**src/cln_pkg.sv**
```systemverilog
package cln_pkg;

    localparam int CFG_WIDTH = 16;

    typedef enum logic [5:0] {
        PH_IDLE    = 6'b000001,
        PH_POWERUP = 6'b000010,
        PH_EN_HIGH = 6'b000100,
        PH_EN_LOW  = 6'b001000,
        PH_POST    = 6'b010000,
        PH_GAP     = 6'b100000
    } phase_t;

    typedef enum logic [2:0] {
        MODE_TICK    = 3'd0,
        MODE_DATA    = 3'd1,
        MODE_TEXT    = 3'd2,
        MODE_COMMAND = 3'd3,
        MODE_CURSOR  = 3'd4,
        MODE_INIT    = 3'd5
    } mode_t;

    localparam logic [2:0] CFG_ENABLE_PULSE = 3'd0;
    localparam logic [2:0] CFG_COMMAND_WAIT = 3'd1;
    localparam logic [2:0] CFG_DATA_WAIT    = 3'd2;
    localparam logic [2:0] CFG_INIT_GAP     = 3'd3;
    localparam logic [2:0] CFG_POWERUP_WAIT = 3'd4;

    localparam logic [CFG_WIDTH-1:0] RST_ENABLE_PULSE = 16'd50;
    localparam logic [CFG_WIDTH-1:0] RST_COMMAND_WAIT = 16'd2000;
    localparam logic [CFG_WIDTH-1:0] RST_DATA_WAIT    = 16'd50;
    localparam logic [CFG_WIDTH-1:0] RST_INIT_GAP     = 16'd5000;
    localparam logic [CFG_WIDTH-1:0] RST_POWERUP_WAIT = 16'd20000;

    localparam logic [2:0] INIT_COUNT   = 3'd5;
    localparam logic [7:0] CHAR_NEWLINE = 8'h0A;
    localparam logic [7:0] CMD_LINE_TWO = 8'hC0;
    localparam logic [7:0] CMD_SET_ADDR = 8'h80;
    localparam logic [7:0] ROW_OFFSET   = 8'h40;
    localparam logic [7:0] MAX_COLUMN   = 8'd15;

    typedef struct packed {
        logic [CFG_WIDTH-1:0] enable_pulse_us;
        logic [CFG_WIDTH-1:0] command_wait_us;
        logic [CFG_WIDTH-1:0] data_wait_us;
        logic [CFG_WIDTH-1:0] init_gap_us;
        logic [CFG_WIDTH-1:0] powerup_wait_us;
    } cfg_t;

    typedef struct packed {
        phase_t     phase;
        logic [7:0] pending_byte;
        logic       second_nibble;
        logic       select_level;
        logic [2:0] init_step;
        logic       in_init;
    } ctl_t;

    typedef struct packed {
        logic       register_select;
        logic [3:0] bus_nibble;
        logic       enable_line;
        logic       ready_res;
        logic       rejected;
    } result_t;

    function automatic logic [7:0] init_byte(input logic [2:0] step);
        logic [7:0] b;
        case (step)
            3'd0:    b = 8'h33;
            3'd1:    b = 8'h32;
            3'd2:    b = 8'h28;
            3'd3:    b = 8'h0C;
            3'd4:    b = 8'h01;
            default: b = 8'h33;
        endcase
        return b;
    endfunction

endpackage

```
**src/cln_step.sv**
```systemverilog
module cln_step #(
    parameter int TIMER_BITS = 16
) (
    input  cln_pkg::ctl_t          cur,
    input  logic [TIMER_BITS-1:0]  cnt,
    input  cln_pkg::cfg_t          cfg,
    input  logic [2:0]             mode,
    input  logic [7:0]             byte_value,
    input  logic [7:0]             column,
    input  logic [7:0]             row,
    output cln_pkg::ctl_t          nxt,
    output logic [TIMER_BITS-1:0]  cnt_next,
    output cln_pkg::result_t       res
);
    import cln_pkg::*;

    localparam logic [63:0] TMAX = (64'd1 << TIMER_BITS) - 64'd1;

    function automatic logic [TIMER_BITS-1:0] timer_load(input logic [CFG_WIDTH-1:0] v);
        logic [63:0] v64;
        v64 = 64'(v);
        return (v64 > TMAX) ? TMAX[TIMER_BITS-1:0] : v64[TIMER_BITS-1:0];
    endfunction

    logic [TIMER_BITS-1:0] pulse_load;
    logic [TIMER_BITS-1:0] post_load;
    logic [TIMER_BITS-1:0] gap_load;
    logic [TIMER_BITS-1:0] powerup_load;
    logic [TIMER_BITS-1:0] cnt_dec;
    logic [3:0]            col_clamped;
    logic [7:0]            cursor_byte;
    logic                  busy;
    logic                  run_adv;
    logic                  post_done;
    logic                  gap_done;
    logic                  rej;
    logic [2:0]            step_inc;

    assign busy         = (cur.phase != PH_IDLE);
    assign pulse_load   = timer_load((cfg.enable_pulse_us == '0) ? CFG_WIDTH'(1)
                                                                 : cfg.enable_pulse_us);
    assign post_load    = timer_load(cur.select_level ? cfg.data_wait_us
                                                      : cfg.command_wait_us);
    assign gap_load     = timer_load(cfg.init_gap_us);
    assign powerup_load = timer_load(cfg.powerup_wait_us);
    assign cnt_dec      = (cnt != '0) ? cnt - TIMER_BITS'(1) : cnt;
    assign col_clamped  = (column > MAX_COLUMN) ? MAX_COLUMN[3:0] : column[3:0];
    assign cursor_byte  = CMD_SET_ADDR + ((row != 8'd0) ? ROW_OFFSET : 8'd0)
                        + {4'd0, col_clamped};
    assign step_inc     = cur.init_step + 3'd1;

    always_comb
    begin
        nxt       = cur;
        cnt_next  = cnt;
        rej       = 1'b0;
        run_adv   = 1'b0;
        post_done = 1'b0;
        gap_done  = 1'b0;

        case (mode)
            MODE_TICK:
            begin
                if (busy)
                begin
                    cnt_next = cnt_dec;
                    run_adv  = (cnt_dec == '0);
                end
            end
            MODE_DATA, MODE_TEXT, MODE_COMMAND, MODE_CURSOR:
            begin
                if (busy)
                begin
                    rej = 1'b1;
                end
                else
                begin
                    nxt.second_nibble = 1'b0;
                    nxt.phase         = PH_EN_HIGH;
                    cnt_next          = pulse_load;
                    if (mode == MODE_DATA)
                    begin
                        nxt.pending_byte = byte_value;
                        nxt.select_level = 1'b1;
                    end
                    else if (mode == MODE_TEXT)
                    begin
                        // newline moves the cursor to the second line
                        nxt.pending_byte = (byte_value == CHAR_NEWLINE) ? CMD_LINE_TWO
                                                                        : byte_value;
                        nxt.select_level = (byte_value != CHAR_NEWLINE);
                    end
                    else if (mode == MODE_COMMAND)
                    begin
                        nxt.pending_byte = byte_value;
                        nxt.select_level = 1'b0;
                    end
                    else
                    begin
                        nxt.pending_byte = cursor_byte;
                        nxt.select_level = 1'b0;
                    end
                end
            end
            MODE_INIT:
            begin
                if (busy)
                begin
                    rej = 1'b1;
                end
                else
                begin
                    nxt.in_init   = 1'b1;
                    nxt.init_step = 3'd0;
                    nxt.phase     = PH_POWERUP;
                    cnt_next      = powerup_load;
                    run_adv       = (powerup_load == '0);
                end
            end
            default:
            begin
                nxt = cur;
            end
        endcase

        // phase ran out: move on, skipping phases whose wait is zero
        if (run_adv)
        begin
            case (nxt.phase)
                PH_POWERUP:
                begin
                    nxt.pending_byte  = init_byte((nxt.init_step < INIT_COUNT) ?
                                                  nxt.init_step : 3'd0);
                    nxt.select_level  = 1'b0;
                    nxt.second_nibble = 1'b0;
                    nxt.phase         = PH_EN_HIGH;
                    cnt_next          = pulse_load;
                end
                PH_EN_HIGH:
                begin
                    nxt.phase = PH_EN_LOW;
                    cnt_next  = pulse_load;
                end
                PH_EN_LOW:
                begin
                    if (!nxt.second_nibble)
                    begin
                        nxt.second_nibble = 1'b1;
                        nxt.phase         = PH_EN_HIGH;
                        cnt_next          = pulse_load;
                    end
                    else if (post_load != '0)
                    begin
                        nxt.phase = PH_POST;
                        cnt_next  = post_load;
                    end
                    else
                    begin
                        post_done = 1'b1;
                    end
                end
                PH_POST:
                begin
                    post_done = 1'b1;
                end
                PH_GAP:
                begin
                    gap_done = 1'b1;
                end
                default:
                begin
                    nxt.phase = PH_IDLE;
                end
            endcase
        end

        if (post_done)
        begin
            cnt_next = '0;
            if (!nxt.in_init)
            begin
                nxt.phase = PH_IDLE;
            end
            else if (gap_load != '0)
            begin
                nxt.phase = PH_GAP;
                cnt_next  = gap_load;
            end
            else
            begin
                gap_done = 1'b1;
            end
        end

        if (gap_done)
        begin
            nxt.init_step = step_inc;
            if (step_inc >= INIT_COUNT)
            begin
                nxt.in_init = 1'b0;
                nxt.phase   = PH_IDLE;
            end
            else
            begin
                nxt.pending_byte  = init_byte(step_inc);
                nxt.select_level  = 1'b0;
                nxt.second_nibble = 1'b0;
                nxt.phase         = PH_EN_HIGH;
                cnt_next          = pulse_load;
            end
        end
    end

    always_comb
    begin
        res.register_select = nxt.select_level;
        res.bus_nibble      = nxt.second_nibble ? nxt.pending_byte[3:0]
                                                : nxt.pending_byte[7:4];
        res.enable_line     = (nxt.phase == PH_EN_HIGH);
        res.ready_res       = (nxt.phase == PH_IDLE);
        res.rejected        = rej;
    end

endmodule

```
**src/cln_outreg.sv**
```systemverilog
module cln_outreg (
    input  logic              clk,
    input  logic              rst_n,
    input  logic              load,
    input  cln_pkg::result_t  d,
    input  logic              out_ready,
    output logic              out_valid,
    output logic              in_ready,
    output cln_pkg::result_t  q
);
    import cln_pkg::*;

    logic    valid_reg;
    logic    valid_next;
    result_t data_reg;

    // take a new request whenever no result is held or the held result leaves this cycle
    assign in_ready   = !valid_reg || out_ready;
    assign valid_next = load || (valid_reg && !out_ready);

    always_ff @(posedge clk or negedge rst_n)
    begin
        if (!rst_n)
        begin
            valid_reg <= 1'b0;
        end
        else
        begin
            valid_reg <= valid_next;
        end
    end

    always_ff @(posedge clk or negedge rst_n)
    begin
        if (!rst_n)
        begin
            data_reg <= '0;
        end
        else if (load)
        begin
            data_reg <= d;
        end
    end

    assign out_valid = valid_reg;
    assign q         = data_reg;

endmodule

```
**src/char_lcd_nibble_sequencer.sv**
```systemverilog
// Character display sequencer for a two-line display on a 4-bit bus.
// Input channel (in_valid/in_ready): one item per request; mode 0 is a
// one-microsecond tick, modes 1..5 send a data byte, a text character,
// a raw command, a cursor position or the init sequence.
// Output channel (out_valid/out_ready): exactly one result per input item,
// carrying the pin levels after that item, ready_res and rejected.
// The result of an item accepted at edge n is registered and valid after
// edge n. Throughput is one item per cycle while results are taken; all
// work for an item is a single pass of the state update between the state
// registers and the result register. Waits are counted in tick items, not
// in clocks. When the receiver stalls, the result register holds and
// in_ready drops until it is taken; a result leaving in the same cycle
// frees the slot. Reset clears the sequencer to idle with all pins low and
// loads the timing registers with defaults. The cfg port writes a timing
// register; users must use it only with no item in flight (unchecked).
module char_lcd_nibble_sequencer #(
    parameter int TIMER_BITS = 16
) (
    input  logic        clk,
    input  logic        rst_n,
    input  logic        in_valid,
    output logic        in_ready,
    input  logic [2:0]  mode,
    input  logic [7:0]  byte_value,
    input  logic [7:0]  column,
    input  logic [7:0]  row,
    output logic        out_valid,
    input  logic        out_ready,
    output logic        register_select,
    output logic [3:0]  bus_nibble,
    output logic        enable_line,
    output logic        ready_res,
    output logic        rejected,
    input  logic        cfg_write,
    input  logic [2:0]  cfg_index,
    input  logic [cln_pkg::CFG_WIDTH-1:0] cfg_data
);
    import cln_pkg::*;

    cfg_t                  cfg_reg;
    ctl_t                  ctl_reg;
    ctl_t                  ctl_next;
    logic [TIMER_BITS-1:0] cnt_reg;
    logic [TIMER_BITS-1:0] cnt_next;
    result_t               res_d;
    result_t               res_q;
    logic                  accept;

    assign accept = in_valid && in_ready;

    always_ff @(posedge clk or negedge rst_n)
    begin
        if (!rst_n)
        begin
            cfg_reg.enable_pulse_us <= RST_ENABLE_PULSE;
            cfg_reg.command_wait_us <= RST_COMMAND_WAIT;
            cfg_reg.data_wait_us    <= RST_DATA_WAIT;
            cfg_reg.init_gap_us     <= RST_INIT_GAP;
            cfg_reg.powerup_wait_us <= RST_POWERUP_WAIT;
        end
        else if (cfg_write)
        begin
            case (cfg_index)
                CFG_ENABLE_PULSE: cfg_reg.enable_pulse_us <= cfg_data;
                CFG_COMMAND_WAIT: cfg_reg.command_wait_us <= cfg_data;
                CFG_DATA_WAIT:    cfg_reg.data_wait_us    <= cfg_data;
                CFG_INIT_GAP:     cfg_reg.init_gap_us     <= cfg_data;
                CFG_POWERUP_WAIT: cfg_reg.powerup_wait_us <= cfg_data;
                default:          cfg_reg <= cfg_reg;
            endcase
        end
    end

    always_ff @(posedge clk or negedge rst_n)
    begin
        if (!rst_n)
        begin
            ctl_reg.phase         <= PH_IDLE;
            ctl_reg.pending_byte  <= 8'd0;
            ctl_reg.second_nibble <= 1'b0;
            ctl_reg.select_level  <= 1'b0;
            ctl_reg.init_step     <= 3'd0;
            ctl_reg.in_init       <= 1'b0;
            cnt_reg               <= '0;
        end
        else if (accept)
        begin
            ctl_reg <= ctl_next;
            cnt_reg <= cnt_next;
        end
    end

    cln_step #(
        .TIMER_BITS (TIMER_BITS)
    ) u_step (
        .cur        (ctl_reg),
        .cnt        (cnt_reg),
        .cfg        (cfg_reg),
        .mode       (mode),
        .byte_value (byte_value),
        .column     (column),
        .row        (row),
        .nxt        (ctl_next),
        .cnt_next   (cnt_next),
        .res        (res_d)
    );

    cln_outreg u_outreg (
        .clk       (clk),
        .rst_n     (rst_n),
        .load      (accept),
        .d         (res_d),
        .out_ready (out_ready),
        .out_valid (out_valid),
        .in_ready  (in_ready),
        .q         (res_q)
    );

    assign register_select = res_q.register_select;
    assign bus_nibble      = res_q.bus_nibble;
    assign enable_line     = res_q.enable_line;
    assign ready_res       = res_q.ready_res;
    assign rejected        = res_q.rejected;

    a_accept_gives_result: assert property (@(posedge clk) disable iff (!rst_n)
        accept |=> out_valid)
        else $error("accepted request produced no result");

    a_reject_while_busy: assert property (@(posedge clk) disable iff (!rst_n)
        (out_valid && rejected) |-> !ready_res)
        else $error("rejected result reports ready");

    a_idle_not_in_init: assert property (@(posedge clk) disable iff (!rst_n)
        (ctl_reg.phase == PH_IDLE) |-> !ctl_reg.in_init)
        else $error("idle while init sequence still active");

    a_init_step_range: assert property (@(posedge clk) disable iff (!rst_n)
        ctl_reg.in_init |-> (ctl_reg.init_step < INIT_COUNT))
        else $error("init step out of range");

    a_enable_busy: assert property (@(posedge clk) disable iff (!rst_n)
        (out_valid && enable_line) |-> !ready_res)
        else $error("enable strobe high while ready");

endmodule
```
**config.mk**
```make
export PLATFORM = sky130hd
export DESIGN_NAME = char_lcd_nibble_sequencer
export DESIGN_NICKNAME = d
export VERILOG_FILES = /design/src/cln_pkg.sv /design/src/cln_step.sv /design/src/cln_outreg.sv /design/src/char_lcd_nibble_sequencer.sv
export SDC_FILE = /design/constraint.sdc
export NUM_CORES = 1
export LEC_CHECK = 0
export BUFFER_PORTS_ARGS = -buffer_cell sky130_fd_sc_hd__clkbuf_2
export CAP_MARGIN = 20
export CORE_MARGIN = 5
export CORE_UTILIZATION = 50
export DETAILED_ROUTE_END_ITERATION = 8
export PLACE_DENSITY = 0.65
export SYNTH_ARGS = -nofsm -noshare
export SYNTH_HDL_FRONTEND = slang
export SYNTH_HIERARCHICAL = 1
export SYNTH_SLANG_ARGS = --single-unit
```
**constraint.sdc**
```tcl
create_clock -name clk -period 5.38 [get_ports clk]
set_input_delay 0.269 -clock clk [delete_from_list [all_inputs] [get_ports clk]]
set_output_delay 0.269 -clock clk [all_outputs]
set_load 0.005 [all_outputs]
```
Word-level counts from Yosys, hierarchy flattened
Cells that the tools add are included.
{"block": "word_totals", "input_bits": 51, "mem_count": 0, "register_bits": 124, "romBits": 0, "latchBits": 0, "ram_bits": 0}
{"block": "classes", "n_shift": 0, "n_eq_ne": 27, "n_mux": 62, "n_addsub": 4, "div_mod_pow": 0, "n_bitwise": 0, "n_mul": 0, "reduce_logical": 24, "magnitude_cmp": 3}
{"operator": "two-way mux 16 bit", "count": 16}
{"operator": "case mux 6 bit (4 select lines)", "count": 3}
{"operator": "logical NOT 16 bit", "count": 3}
{"operator": "case mux 16 bit (3 select lines)", "count": 1}
{"operator": "nonzero test 16 bit", "count": 3}
{"operator": "two-way mux 8 bit", "count": 5}
{"operator": "two-way mux 6 bit", "count": 6}
{"operator": "case mux 16 bit (2 select lines)", "count": 1}
{"operator": "== test 3 x 2 -> 1 bit (second input constant)", "count": 8}
{"operator": "two-way mux 10 bit", "count": 2}
{"operator": "two-way mux 20 bit", "count": 1}
{"operator": "two-way mux 1 bit", "count": 16}
{"operator": "two-way mux 4 bit", "count": 4}
{"operator": "subtractor 16 x 1 -> 16 bit (second input constant)", "count": 1}
{"operator": "== test 3 bit (second input constant)", "count": 5}
{"operator": "== test 3 x 1 -> 1 bit (second input constant)", "count": 4}
{"operator": "== test 6 x 3 -> 1 bit (second input constant)", "count": 2}
{"operator": "case mux 6 bit (2 select lines)", "count": 1}
{"operator": "AND reduction 2 bit", "count": 5}
{"operator": "adder 8 x 4 -> 8 bit", "count": 1}
{"operator": "adder 8 bit (first input constant)", "count": 1}
{"operator": "== test 8 x 4 -> 1 bit (second input constant)", "count": 1}
{"operator": "greater-than comparator 8 x 4 -> 1 bit (second input constant)", "count": 1}
{"operator": "!= test 8 x 4 -> 1 bit (second input constant)", "count": 1}
{"operator": "other kinds (20)", "count": 28}

Logic depth before layout (Yosys ltp)
{"block": "depth", "depth_word": 18, "depth_mapped": 15, "depth_no_buf": 11}

Hierarchy
Netlist, hierarchy kept.
{"mod": "char_lcd_nibble_sequencer", "cells_each": 250, "n_inst": 1, "seq_area_each_um2": 2931.6, "area_per_inst_um2": 4559.4}
{"mod": "cln_step", "cells_each": 556, "n_inst": 1, "seq_area_each_um2": 0.0, "area_per_inst_um2": 3423.3}
{"mod": "cln_outreg", "cells_each": 20, "n_inst": 1, "seq_area_each_um2": 225.2, "area_per_inst_um2": 369.1}

Worst setup path before layout
No wires, ideal clock.
{"block": "synth_timing", "kind": "register to register", "start": "register cnt_reg[0]", "end": "register u_outreg.data_reg, in the netlist u_outreg/q[3]", "n_path_buf": 2, "stages_incl_launch_ff": 14, "synth_period_minus_slack_ns": 3.323, "setup_slack_ns": 2.057, "required_time_ns": 5.255, "arrival_ns": 3.198, "setup_ns": 0.125, "path_cell_list": "dfrtp_1 > clkbuf_1 > inv_1 > ha_1 > nor3b_2 > nand4_1 > nor3_1 > o2111ai_2 > o31a_1 > nor3_1 > or2_1 > buf_6 > mux2_4 > mux2_4"}
{"item": "start, declared", "line_no": "char_lcd_nibble_sequencer.sv:43", "text": "logic [TIMER_BITS-1:0] cnt_reg;"}
{"item": "start signal, assigned", "line_no": "char_lcd_nibble_sequencer.sv:89", "text": "cnt_reg <= cnt_next;"}
{"item": "end signal, assigned", "line_no": "cln_outreg.sv:37", "text": "data_reg <= '0;"}
{"item": "end signal, assigned", "line_no": "cln_outreg.sv:41", "text": "data_reg <= d;"}
{"item": "end, declared", "line_no": "cln_outreg.sv:15", "text": "result_t data_reg;"}

Worst setup path in the final report
{"block": "layout_timing", "start": "register cnt_reg[0]", "end": "register cnt_reg[15]"}
{"block": "layout_between", "elab_chain_len": 11, "word_cells_on_any_way": 20}
{"item": "subtractor 16 x 1 -> 16 bit / nonzero test 16 bit (equally long branches)", "line_no": "cln_step.sv:46", "text": "assign cnt_dec = (cnt != '0) ? cnt - TIMER_BITS'(1) : cnt;"}
{"item": "two-way mux 16 bit *", "line_no": "cln_step.sv:46"}
{"item": "two-way mux 16 bit", "line_no": "cln_step.sv:64", "text": "if (busy)"}
{"item": "case mux 16 bit (3 select lines)", "line_no": "cln_step.sv:61", "text": "case (mode)"}
{"item": "two-way mux 16 bit", "line_no": "cln_step.sv:152", "text": "else if (post_load != '0)"}
{"item": "two-way mux 16 bit", "line_no": "cln_step.sv:146", "text": "if (!nxt.second_nibble)"}
{"item": "case mux 16 bit (2 select lines)", "line_no": "cln_step.sv:129", "text": "case (nxt.phase)"}
{"item": "two-way mux 16 bit", "line_no": "cln_step.sv:127", "text": "if (run_adv)"}
{"item": "two-way mux 16 bit", "line_no": "cln_step.sv:177", "text": "if (post_done)"}
{"item": "two-way mux 16 bit", "line_no": "cln_step.sv:198", "text": "if (step_inc >= INIT_COUNT)"}
{"item": "two-way mux 16 bit *", "line_no": "cln_step.sv:195", "text": "if (gap_done)"}
{"item": "via cnt_next[15]", "line_no": "char_lcd_nibble_sequencer.sv:44", "text": "logic [TIMER_BITS-1:0] cnt_next;"}
The timed path passes the listed nets; every way through them passes the cells marked *.
A chain may end at the register's enable or synchronous reset.

==> metrics.yaml <==
status: "complete, but fails checks"
failed_checks: "hold timing"
ys_ff_latch: 125
cts_buffer_depth: 2
critical_path_required_ns: 5.69
syn_inst: 826
synth_common_cells: "dfrtp_1 (102), mux2_2 (94), a21oi_1 (64)"
largest_reg_flops: 80
cts_tree: "built"
ant_nets: 0
synth_top_area_share: 0.306
fin_skew_ns: 0.00845
core_area_mm2: 0.0165
die_w_um: 139
slew_headroom: 0.211
dp_slack_ns: 0.977
die_area_mm2: 0.0194
drive_gt1_frac: 0.333
overflow: 0
vias: 7232
synth_area_mm2: 0.00835
crit_fanout: 26
end_kind: "register"
synthArstFlopShare: 1.00
portBuffers: 60
setup_viol: 0
io_pins: 61
routed_wl_um: 25800
drtIter0Drc: 793
antenna_cells: 0
syn-num-nets: 883
p_leak_nw: 3.80
drtPass1Iterations: 7
synth.avg_cell_area_um2: 10.1
postCtsResizedCells: 0
tns_ns: 0
wl_per_cell_um: 23.6
row_count: 47
htree_num_levels: 4
criticalPathCategory: "reg2reg"
postCtsSetupRepairBufs: 0
cts_sinks: 125
cap_violations: 0
cts-root-buf: "clkbuf_16"
grt_pass1_vias: 7018
ys_seq_area_frac: 0.378
ys_types: 76
dp_hpwl_um: 19000
worst_ir_drop_vdd_mv: 0.239
yosysMostFrequentCell: "dfrtp_1"
finalMaxSlewViolations: 0
dp.cells: 1062
final_hold_viol_count: 8
synthTopCellsByArea: "dfrtp_1 (31%), mux2_2 (13%), dfstp_2 (7.2%)"
reg2regPathDepth: 10
setup_ws_ns: 0.802
synth-edff-count: 0
area_delta_synth_final_pct: 11.0
startpoint_type: "register"
rsz0062_at_grt: "false"
fmax_mhz: 218
die_y_um: 139
p_per_area_mw_per_mm2: 412
synth.largest_area_cell: "dfrtp_1"
r2r_setup_slack_ns: 0.80
routed_via_density: 6.60
startpoint: "cnt_reg[0]"
clkTransAtPathRegs_ns: 0.06
whs_ns: -0.0104
finalNetCount: 919
globalplace.congestion: 0.956
start_util: 0.507
grt_pass1_wl_um: 40600
worstMarginPinSlew_ns: 1.18
instances_no_fill: 1095
period_minus_slack_ns: 4.58
hold_buffers: 0
ys_warn_count: 6
r2r-end: "cnt_reg[15]"
r2r-start: "cnt_reg[0]"
hold_class: "in2async"
crit_arrival_ns: 4.89
insertion_delay_ns: 0.42
fin_crit_sh: 0.851
grt_max_degree: 70
antenna_found_initial: 0
grtUsageTotal: 0.263
numCtsBuffers: 17
route.detailed.drc: 0
synth_flop_cell: "dfrtp_1"
[cell type report]
| cell class | count | area (µm²) |
|---|---|---|
| clock inverters | 14 | 148 |
| repair buffers | 74 | 415 |
| multi-input cells | 631 | 4790 |
| fillers | 1452 | 7200 |
| well taps | 220 | 275 |
| flip-flops and latches | 125 | 3160 |
| clock buffers | 18 | 439 |
| inverters | 13 | 48.8 |
[report_power, final]
part           switching [W]  internal, W
Clock               0.000482     0.000667
Sequential          0.000341      0.00119
Combinational       0.000585     0.000553
[through the flow]
step | power, W | cell area [µm²] | utilization | hold slack (ns)
floorplan | 0.00226 | 8350 | - | -0.0266
global placement | 0.00262 | 8670 | 0.526 | 0.434
detailed placement | 0.00264 | 8670 | 0.526 | 0.462
CTS | 0.00380 | 9250 | 0.562 | 0.0111
global route | 0.00399 | 9270 | 0.563 | 0.0671
finish | 0.00382 | 9270 | 0.563 | -0.0104
[layer usage]
| layer | vias up | GRT usage | part of all wire | wire (µm) |
|---|---|---|---|---|
| met1 | 3595 | 0.372 | 0.45 | 11600 |
| li1 | 3221 | - | - | - |
| met2 | 356 | 0.404 | 0.45 | 11600 |
| met5 | - | 0 | 0 | 0 |
| met3 | 60 | 0.0504 | 0.068 | 1770 |
| met4 | 0 | 0.0947 | 0.031 | 794 |
[worst max-delay path by stage]
| stage | endpoint | depth (start not counted) | slack (ns) |
|---|---|---|---|
| after CTS | u_outreg/q[4] | 11 | 0.96 |
| after global placement | u_outreg/q[4] | 11 | 1.13 |
| after floorplan | u_outreg/q[3] | 13 | 2.06 |
| after detailed placement | cnt_reg[15] | 10 | 0.98 |
| after global routing | cnt_reg[15] | 10 | 0.58 |
| final | cnt_reg[15] | 10 | 0.80 |
[cells by family (layout without fill, tap and decap cells)]
logic type	Yosys count	after routing	synth area share
fa+ha+maj	6	6	0.00899
xor+xnor	3	3	0.00315
buf+inv	70	119	0.0490
simple gates	253	253	0.168
compound gates	223	223	0.180
flops	125	125	0.378
mux	146	146	0.213
[worst max-delay path, cell delays in order, from the launching register on]
cell and delay (ns):
dfrtp_1 0.48, inv_1 0.12, ha_1 0.15, nor3b_2 0.31, nand4_1 0.34, a31oi_1 0.60, nand2_1 0.28, o31ai_4 0.71
nand2_1 0.72, mux2_2 0.50, mux2_2 0.26
[layout by cell type, fill, tap and decap left out, types with 6 or more instances in the layout]
master | netlist | layout
dfrtp_1 | 102 | 102
mux2_2 | 94 | 94
a21oi_1 | 64 | 64
nor2_1 | 60 | 60
clkbuf_2 | 0 | 59
nand2_1 | 52 | 52
o21ai_0 | 43 | 43
mux2_4 | 40 | 40
nor4_1 | 26 | 26
nor3_1 | 24 | 24
dfstp_2 | 23 | 23
clkbuf_16 | 0 | 17
buf_4 | 5 | 14
o211ai_1 | 14 | 14
inv_1 | 13 | 13
nand4_1 | 13 | 13
a31oi_1 | 13 | 13
a22oi_1 | 13 | 13
mux2i_1 | 12 | 12
nand3_1 | 11 | 11
nand2b_1 | 9 | 9
or2_2 | 9 | 9
nor2b_1 | 7 | 7
o21a_1 | 7 | 7
and4_1 | 6 | 6
a221o_1 | 6 | 6
ha_1 | 6 | 6
(Power assumes the default switching activity.)
